==> src/rtl/assert_macros.svh <==
// Assertion macros shared by the RTL of the edge capture FIFO.
// Every macro samples on i_clk and is disabled while i_rst_n is low.
`ifndef ASSERT_MACROS_SVH
`define ASSERT_MACROS_SVH

// Property must hold at every clock edge outside reset
`define ASSERT_CLK(label, prop, msg) \
    label: assert property (@(posedge i_clk) disable iff (!i_rst_n) (prop)) \
        else $error(msg);

// Antecedent at one edge implies consequent at the next edge
`define ASSERT_NEXT(label, ante, cons, msg) \
    label: assert property (@(posedge i_clk) disable iff (!i_rst_n) \
        (ante) |=> (cons)) else $error(msg);

`endif

==> src/rtl/tsecf_pkg.sv <==
// Package for the timestamped edge capture FIFO: default sizes, field widths
// and operation codes. No dependencies.
`timescale 1ns / 1ps

package tsecf_pkg;

    // default sizing, handed to the top level parameters
    localparam int DEPTH_DEF     = 64;
    localparam int TIME_BITS_DEF = 32;

    // fixed field widths of the command and result ports
    localparam int OP_W     = 1;
    localparam int LEVEL_W  = 1;
    localparam int STAMP_W  = 32;

    // operation codes
    localparam logic [OP_W-1:0] OP_TICK = 1'b0;
    localparam logic [OP_W-1:0] OP_READ = 1'b1;

endpackage

==> src/rtl/tsecf_ram.sv <==
// Generic simple dual-port RAM: one write port, one read port, registered read.
// No dependencies.
`timescale 1ns / 1ps

module tsecf_ram #(
    parameter int WIDTH  = 33,
    parameter int DEPTH  = 64,
    parameter int ADDR_W = 6
) (
    input  logic              i_clk,
    input  logic              i_wr_en,
    input  logic [ADDR_W-1:0] i_wr_addr,
    input  logic [WIDTH-1:0]  i_wr_data,
    input  logic              i_rd_en,
    input  logic [ADDR_W-1:0] i_rd_addr,
    output logic [WIDTH-1:0]  o_rd_data
);

    logic [WIDTH-1:0] r_mem [DEPTH];
    logic [WIDTH-1:0] r_rd_data;

    // write port
    always_ff @(posedge i_clk) begin
        if (i_wr_en) begin
            r_mem[i_wr_addr] <= i_wr_data;
        end
    end

    // registered read port, holds data between reads
    always_ff @(posedge i_clk) begin
        if (i_rd_en) begin
            r_rd_data <= r_mem[i_rd_addr];
        end
    end

    assign o_rd_data = r_rd_data;

endmodule

==> src/rtl/timestamped_edge_capture_fifo.sv <==
// Top level of the timestamped edge capture FIFO: edge detection, ring pointers
// and result register. Depends on tsecf_pkg, tsecf_ram and assert_macros.svh.
`timescale 1ns / 1ps
`include "assert_macros.svh"

// Usage
//   Command channel: a transfer happens at a rising edge with start high and
//   busy low. busy stays low, so a command is taken in every cycle.
//   i_op = tick: i_pin_level and i_sample_time are sampled. The first tick
//   after reset and every later change of level are stored as (time, level)
//   in a ring of DEPTH entries; when the ring is full the entry is dropped,
//   but the level still becomes the reference for the next edge.
//   i_op = read: pops the oldest entry. In the cycle after the command, o_valid
//   is high for exactly one cycle with o_found, o_event_time, o_event_level;
//   an empty ring gives o_found = 0 with zero time and level.
//   The read result comes from the registered read port of the entry memory.
//   Throughput: one command per cycle. Ticks give no result.
//   Reset (synchronous, i_rst_n low) empties the ring and forgets the last
//   level; the memory content is not cleared. The receiver cannot stall:
//   each result must be taken in the cycle o_valid is high.
module timestamped_edge_capture_fifo #(
    parameter int DEPTH     = tsecf_pkg::DEPTH_DEF,
    parameter int TIME_BITS = tsecf_pkg::TIME_BITS_DEF
) (
    input  logic                           i_clk,
    input  logic                           i_rst_n,
    input  logic                           start,
    output logic                           busy,
    input  logic [tsecf_pkg::OP_W-1:0]     i_op,
    input  logic [tsecf_pkg::LEVEL_W-1:0]  i_pin_level,
    input  logic [tsecf_pkg::STAMP_W-1:0]  i_sample_time,
    output logic                           o_valid,
    output logic                           o_found,
    output logic [tsecf_pkg::STAMP_W-1:0]  o_event_time,
    output logic [tsecf_pkg::LEVEL_W-1:0]  o_event_level
);
    import tsecf_pkg::*;

    // stored stamp keeps only the bits that survive both masks
    localparam int ST_W   = (TIME_BITS < STAMP_W) ? TIME_BITS : STAMP_W;
    localparam int ENT_W  = ST_W + LEVEL_W;
    localparam int ADDR_W = (DEPTH > 1) ? $clog2(DEPTH) : 1;
    localparam int CNT_W  = $clog2(DEPTH + 1);
    localparam logic [ADDR_W-1:0] LAST_IDX = ADDR_W'(DEPTH - 1);
    localparam logic [CNT_W-1:0]  FULL_CNT = CNT_W'(DEPTH);

    logic                r_level_known, n_level_known;
    logic [LEVEL_W-1:0]  r_last_level, n_last_level;
    logic [ADDR_W-1:0]   r_wr_idx, n_wr_idx;
    logic [ADDR_W-1:0]   r_rd_idx, n_rd_idx;
    logic [CNT_W-1:0]    r_fill, n_fill;
    logic                r_valid, n_valid;
    logic                r_found, n_found;

    logic                accept;
    logic                is_read;
    logic                record;
    logic                push;
    logic                pop;
    logic [ENT_W-1:0]    wr_entry;
    logic [ENT_W-1:0]    rd_entry;

    // commands are taken every cycle
    assign busy    = 1'b0;
    assign accept  = start && !busy;
    assign is_read = (i_op == OP_READ);

    // record the first tick and every change of level; drop when full
    assign record = accept && !is_read &&
                    (!r_level_known || (i_pin_level != r_last_level));
    assign push   = record && (r_fill != FULL_CNT);
    assign pop    = accept && is_read && (r_fill != '0);

    assign wr_entry = {ST_W'(i_sample_time), i_pin_level};

    // next state of pointers, count and edge reference
    always_comb begin
        n_level_known = r_level_known;
        n_last_level  = r_last_level;
        n_wr_idx      = r_wr_idx;
        n_rd_idx      = r_rd_idx;
        n_fill        = r_fill;
        if (record) begin
            n_level_known = 1'b1;
            n_last_level  = i_pin_level;
        end
        if (push) begin
            n_wr_idx = (r_wr_idx == LAST_IDX) ? '0 : r_wr_idx + 1'b1;
            n_fill   = r_fill + 1'b1;
        end
        if (pop) begin
            n_rd_idx = (r_rd_idx == LAST_IDX) ? '0 : r_rd_idx + 1'b1;
            n_fill   = r_fill - 1'b1;
        end
        n_valid = accept && is_read;
        n_found = pop;
    end

    // advance control state
    always_ff @(posedge i_clk) begin
        if (!i_rst_n) begin
            r_level_known <= 1'b0;
            r_last_level  <= '0;
            r_wr_idx      <= '0;
            r_rd_idx      <= '0;
            r_fill        <= '0;
            r_valid       <= 1'b0;
            r_found       <= 1'b0;
        end else begin
            r_level_known <= n_level_known;
            r_last_level  <= n_last_level;
            r_wr_idx      <= n_wr_idx;
            r_rd_idx      <= n_rd_idx;
            r_fill        <= n_fill;
            r_valid       <= n_valid;
            r_found       <= n_found;
        end
    end

    // entry store
    tsecf_ram #(
        .WIDTH  (ENT_W),
        .DEPTH  (DEPTH),
        .ADDR_W (ADDR_W)
    ) u_store (
        .i_clk     (i_clk),
        .i_wr_en   (push),
        .i_wr_addr (r_wr_idx),
        .i_wr_data (wr_entry),
        .i_rd_en   (pop),
        .i_rd_addr (r_rd_idx),
        .o_rd_data (rd_entry)
    );

    // present the result, zeroed on an empty read
    assign o_valid       = r_valid;
    assign o_found       = r_found;
    assign o_event_time  = r_found ? STAMP_W'(rd_entry[ENT_W-1:LEVEL_W]) : '0;
    assign o_event_level = r_found ? rd_entry[LEVEL_W-1:0] : '0;

    // checks
    `ASSERT_CLK(a_fill_bound, r_fill <= FULL_CNT, "fill count above depth")
    `ASSERT_NEXT(a_read_result, accept && is_read, o_valid,
                 "read transfer without a result strobe")
    `ASSERT_NEXT(a_empty_read, accept && is_read && (r_fill == '0), !o_found,
                 "entry returned from an empty ring")
    `ASSERT_NEXT(a_idle_hold, !accept, $stable(r_fill) && !o_valid,
                 "state moved without a transfer")

endmodule

==> config.mk <==
export PLATFORM = sky130hd
export DESIGN_NAME = timestamped_edge_capture_fifo
export DESIGN_NICKNAME = d
export VERILOG_FILES = /design/src/rtl/tsecf_pkg.sv /design/src/rtl/tsecf_ram.sv /design/src/rtl/timestamped_edge_capture_fifo.sv
export VERILOG_INCLUDE_DIRS = /design/src /design/src/rtl
export SDC_FILE = /design/constraint.sdc
export NUM_CORES = 2
export LEC_CHECK = 0
export ABC_CLOCK_PERIOD_IN_PS = 3800
export BUFFER_PORTS_ARGS = -buffer_cell sky130_fd_sc_hd__buf_2
export CAP_MARGIN = 10
export CELL_PAD_IN_SITES_DETAIL_PLACEMENT = 1
export CELL_PAD_IN_SITES_GLOBAL_PLACEMENT = 1
export CORE_ASPECT_RATIO = 2
export CORE_MARGIN = 5
export CORE_UTILIZATION = 39
export CTS_BUF_LIST = sky130_fd_sc_hd__clkbuf_8 sky130_fd_sc_hd__clkbuf_16
export CTS_CLUSTER_DIAMETER = 30
export CTS_CLUSTER_SIZE = 30
export DETAILED_ROUTE_END_ITERATION = 6
export GPL_ROUTABILITY_DRIVEN = 0
export PLACE_DENSITY_LB_ADDON = 0.1
export SLEW_MARGIN = 5
export SYNTH_ARGS = -nofsm -noshare
export SYNTH_HDL_FRONTEND = slang
export SYNTH_SLANG_ARGS = --single-unit
==> constraint.sdc <==
create_clock -name i_clk -period 3.8 [get_ports i_clk]
set_input_delay 0.76 -clock i_clk [delete_from_list [all_inputs] [get_ports i_clk]]
set_output_delay 0.76 -clock i_clk [all_outputs]
set_load 0.02 [all_outputs]
==> qor.txt <==
status - completed
period utilisation layout - 92.67%
worst-case reg-to-reg path depth - 6
Nets - 4083
post-synth net total - 3627
largest net degree at the start of global routing - 66
post_cts resized - 0
arrival time worst endpoint - 4.07 ns
core area - 0.2114 mm^2
yosys warns - 0
Crit Path Class - reg -> reg
Post-synth top cells - 2145 x edfxtp_1, 537 x mux4_2, 118 x nor2_1
Min Clock Period, post-route - 3.521 ns
final instance area - 0.09932 mm^2
Seq cells post-synth - 2168
# Max-Cap Violations - 0
number of flops mapped to enable cells by yosys - 2145
top-count cell post-synth - edfxtp_1
Post-synth ARST share - 0%
Detail Route Antenna Nets - 0
Clock Skew - 0.04768 ns
top cell type's share of synthesized area - 77.91%
# setup viols final - 0
Worst VDD drop - 287.5 uV
final design utilization - 46.98%
total track usage - 22.38%
syn_area_per_cell - 23.08 um^2
CTS sink count - 2168
Clock Path Buffers - 4
worst setup path endpoint - u_store.o_rd_data[13]
IO buf count - 71
drt pass-1 iters - 7
fin. max-slew vios - 0
I/O Pins - 73
worst skew pair latency - 0.84 ns
pre-CTS setup slack - 0.2526 ns
Slew @ Worst Pin - 1.327 ns
TritonCTS clock tree - built
post-CTS setup buffer count - 0
RR Endpoint - u_store.o_rd_data[13]
Power Density - 595.8 mW/mm^2
Synth Flop Type - edfxtp_1
Syn Inst Count - 3582
drt wl/cell - 35.07 um
RSZ-0062 raised after global routing - false
Area contributors post-synth - edfxtp_1 78%, mux4_2 15%, a22oi_1 0.93%, mux2i_1 0.88%, dfxtp_1 0.56%
final-report hold violation count - 0
number of global-route vias before repair - 44120
Max Freq - 0.2840 GHz
layout cell share with drive strength beyond 1 - 34.90%
CP max FO - 33
die area - 0.2218 mm^2
CP Capture Type - flop
Startpoint Class - flop
initial DRC count - 3153
Total Neg Setup Slack - 0 ns
Final HPWL DP - 155100 um
Clock transition at path regs - 0.06 ns
Synth area leader - edfxtp_1
crit path setup slack, layout - 0.2787 ns
grt ovf - 0
Via Count - 40060
Starting Density - 39.10%
hold_buf cts - 0
post-synthesis sequential area ratio - 78.47%
Rows - 239
first-pass GRT wire length - 348000 um
relative slew slack - 11.55%
crit path from - r_rd_idx[1]
DRC viols - 0
Worst EP required - 4.35 ns
Placed Area - 0.08930 mm^2
worst reg2reg setup slack - 0.28 ns
# H-tree levels - 5
DR vias/cell - 5.631
Post-Route WL - 249600 um
initial antenna violation count - 18
Leak Pwr - 30.67 nW
die width - 335.6 um
synthesized cell area - 0.08267 mm^2
clk root buf - clkbuf_16
Area growth syn-to-layout - 20.14%
die height - 661.1 um
Yosys cell types - 58
r2r startpoint - r_rd_idx[1]
Hold Path Class - in -> reg
cts bufs inserted - 293
-- cell usage in the layout, fill, tap and decap left out, types with 44 or more instances in the layout --
master / synthesis / layout
edfxtp_1: 2145 / 2145
mux4_2: 537 / 537
clkbuf_16: 0 / 302
buf_4: 31 / 203
a22oi_1: 102 / 102
buf_12: 0 / 91
diode_2: 0 / 80
mux2i_1: 73 / 73
buf_2: 65 / 69
nor2_4: 1 / 68
inv_6: 0 / 56
nor2_1: 118 / 50
and2_1: 45 / 44
-- worst min path at each step --
stage | from | end | slack [ns] | cells past startpoint
final | i_sample_time[22] | u_store.r_mem[54][23] | 0.23 | 1
after global routing | i_sample_time[22] | u_store.r_mem[54][23] | 0.22 | 1
after CTS | i_sample_time[22] | u_store.r_mem[54][23] | 0.20 | 1
after detailed placement | r_last_level | r_last_level | 0.50 | 2
after global placement | r_last_level | r_last_level | 0.49 | 2
after floorplan | r_last_level | r_last_level | 0.46 | 2
-- registers in the layout, summed over array words and instances (netlist names) --
register,cells
r_level_known,1
r_wr_idx,6
o_found,1
r_fill,7
o_valid,1
r_last_level,1
r_rd_idx,6
u_store.r_mem,2112
u_store.o_rd_data,33
-- logic make-up after synthesis --
| kind of cell | share of synthesized area, % |
|---|---|
| AOI/OAI and AO/OA | 2.708 |
| muxes | 15.51 |
| xor gates and xnor gates | 0.1271 |
| DFF | 78.47 |
| adders and majority gates | 0.1302 |
| and+or+nand+nor | 1.671 |
| other | 0.004536 |
| buffers and inverters | 1.379 |
-- layout make-up --
class	count	area, um^2
tap	2771	3467
fill	18640	112100
clock inverter	219	2240
antenna	80	200.2
clock buffer	302	7557
multi-input combinational	1206	17250
inverter	6	22.52
sequential	2168	64890
timing repair buffer	363	3691
-- critical path, cell delays in order (launching register included) --
cell and delay (ns):
dfxtp_4 0.61, buf_4 0.53, buf_4 0.52, mux4_2 0.40, mux4_2 0.48, nor2_1 0.49, nor3_1 0.16
-- per-stage QoR --
| stage | std cells | hold slack (ns) | power [mW] |
|---|---|---|---|
| finish | 7115 | 0.2314 | 59.18 |
| detailed placement | 6513 | 0.5044 | 32.43 |
| CTS | 7034 | 0.2042 | 59.96 |
| global route | 7110 | 0.2239 | 61.24 |
| floorplan | 3582 | 0.4561 | 30.41 |
| global placement | 6513 | 0.4907 | 32.31 |
-- power breakdown --
| group | total [mW] | switching, mW | internal, mW |
|---|---|---|---|
| Sequential | 26.6 | 0.117 | 26.5 |
| Combinational | 5.20 | 2.81 | 2.39 |
| Clock | 27.4 | 11.1 | 16.3 |
-- routing by layer --
metal	up-vias	share of wire [%]	global-route usage, %
met5	-	0.016	0
met4	6	4.1	9.093
met3	370	3.8	2.694
met2	1078	55	41.82
met1	22200	37	26.01
li1	16410	-	-
Note: power is estimated with default switching activity, not from simulation.
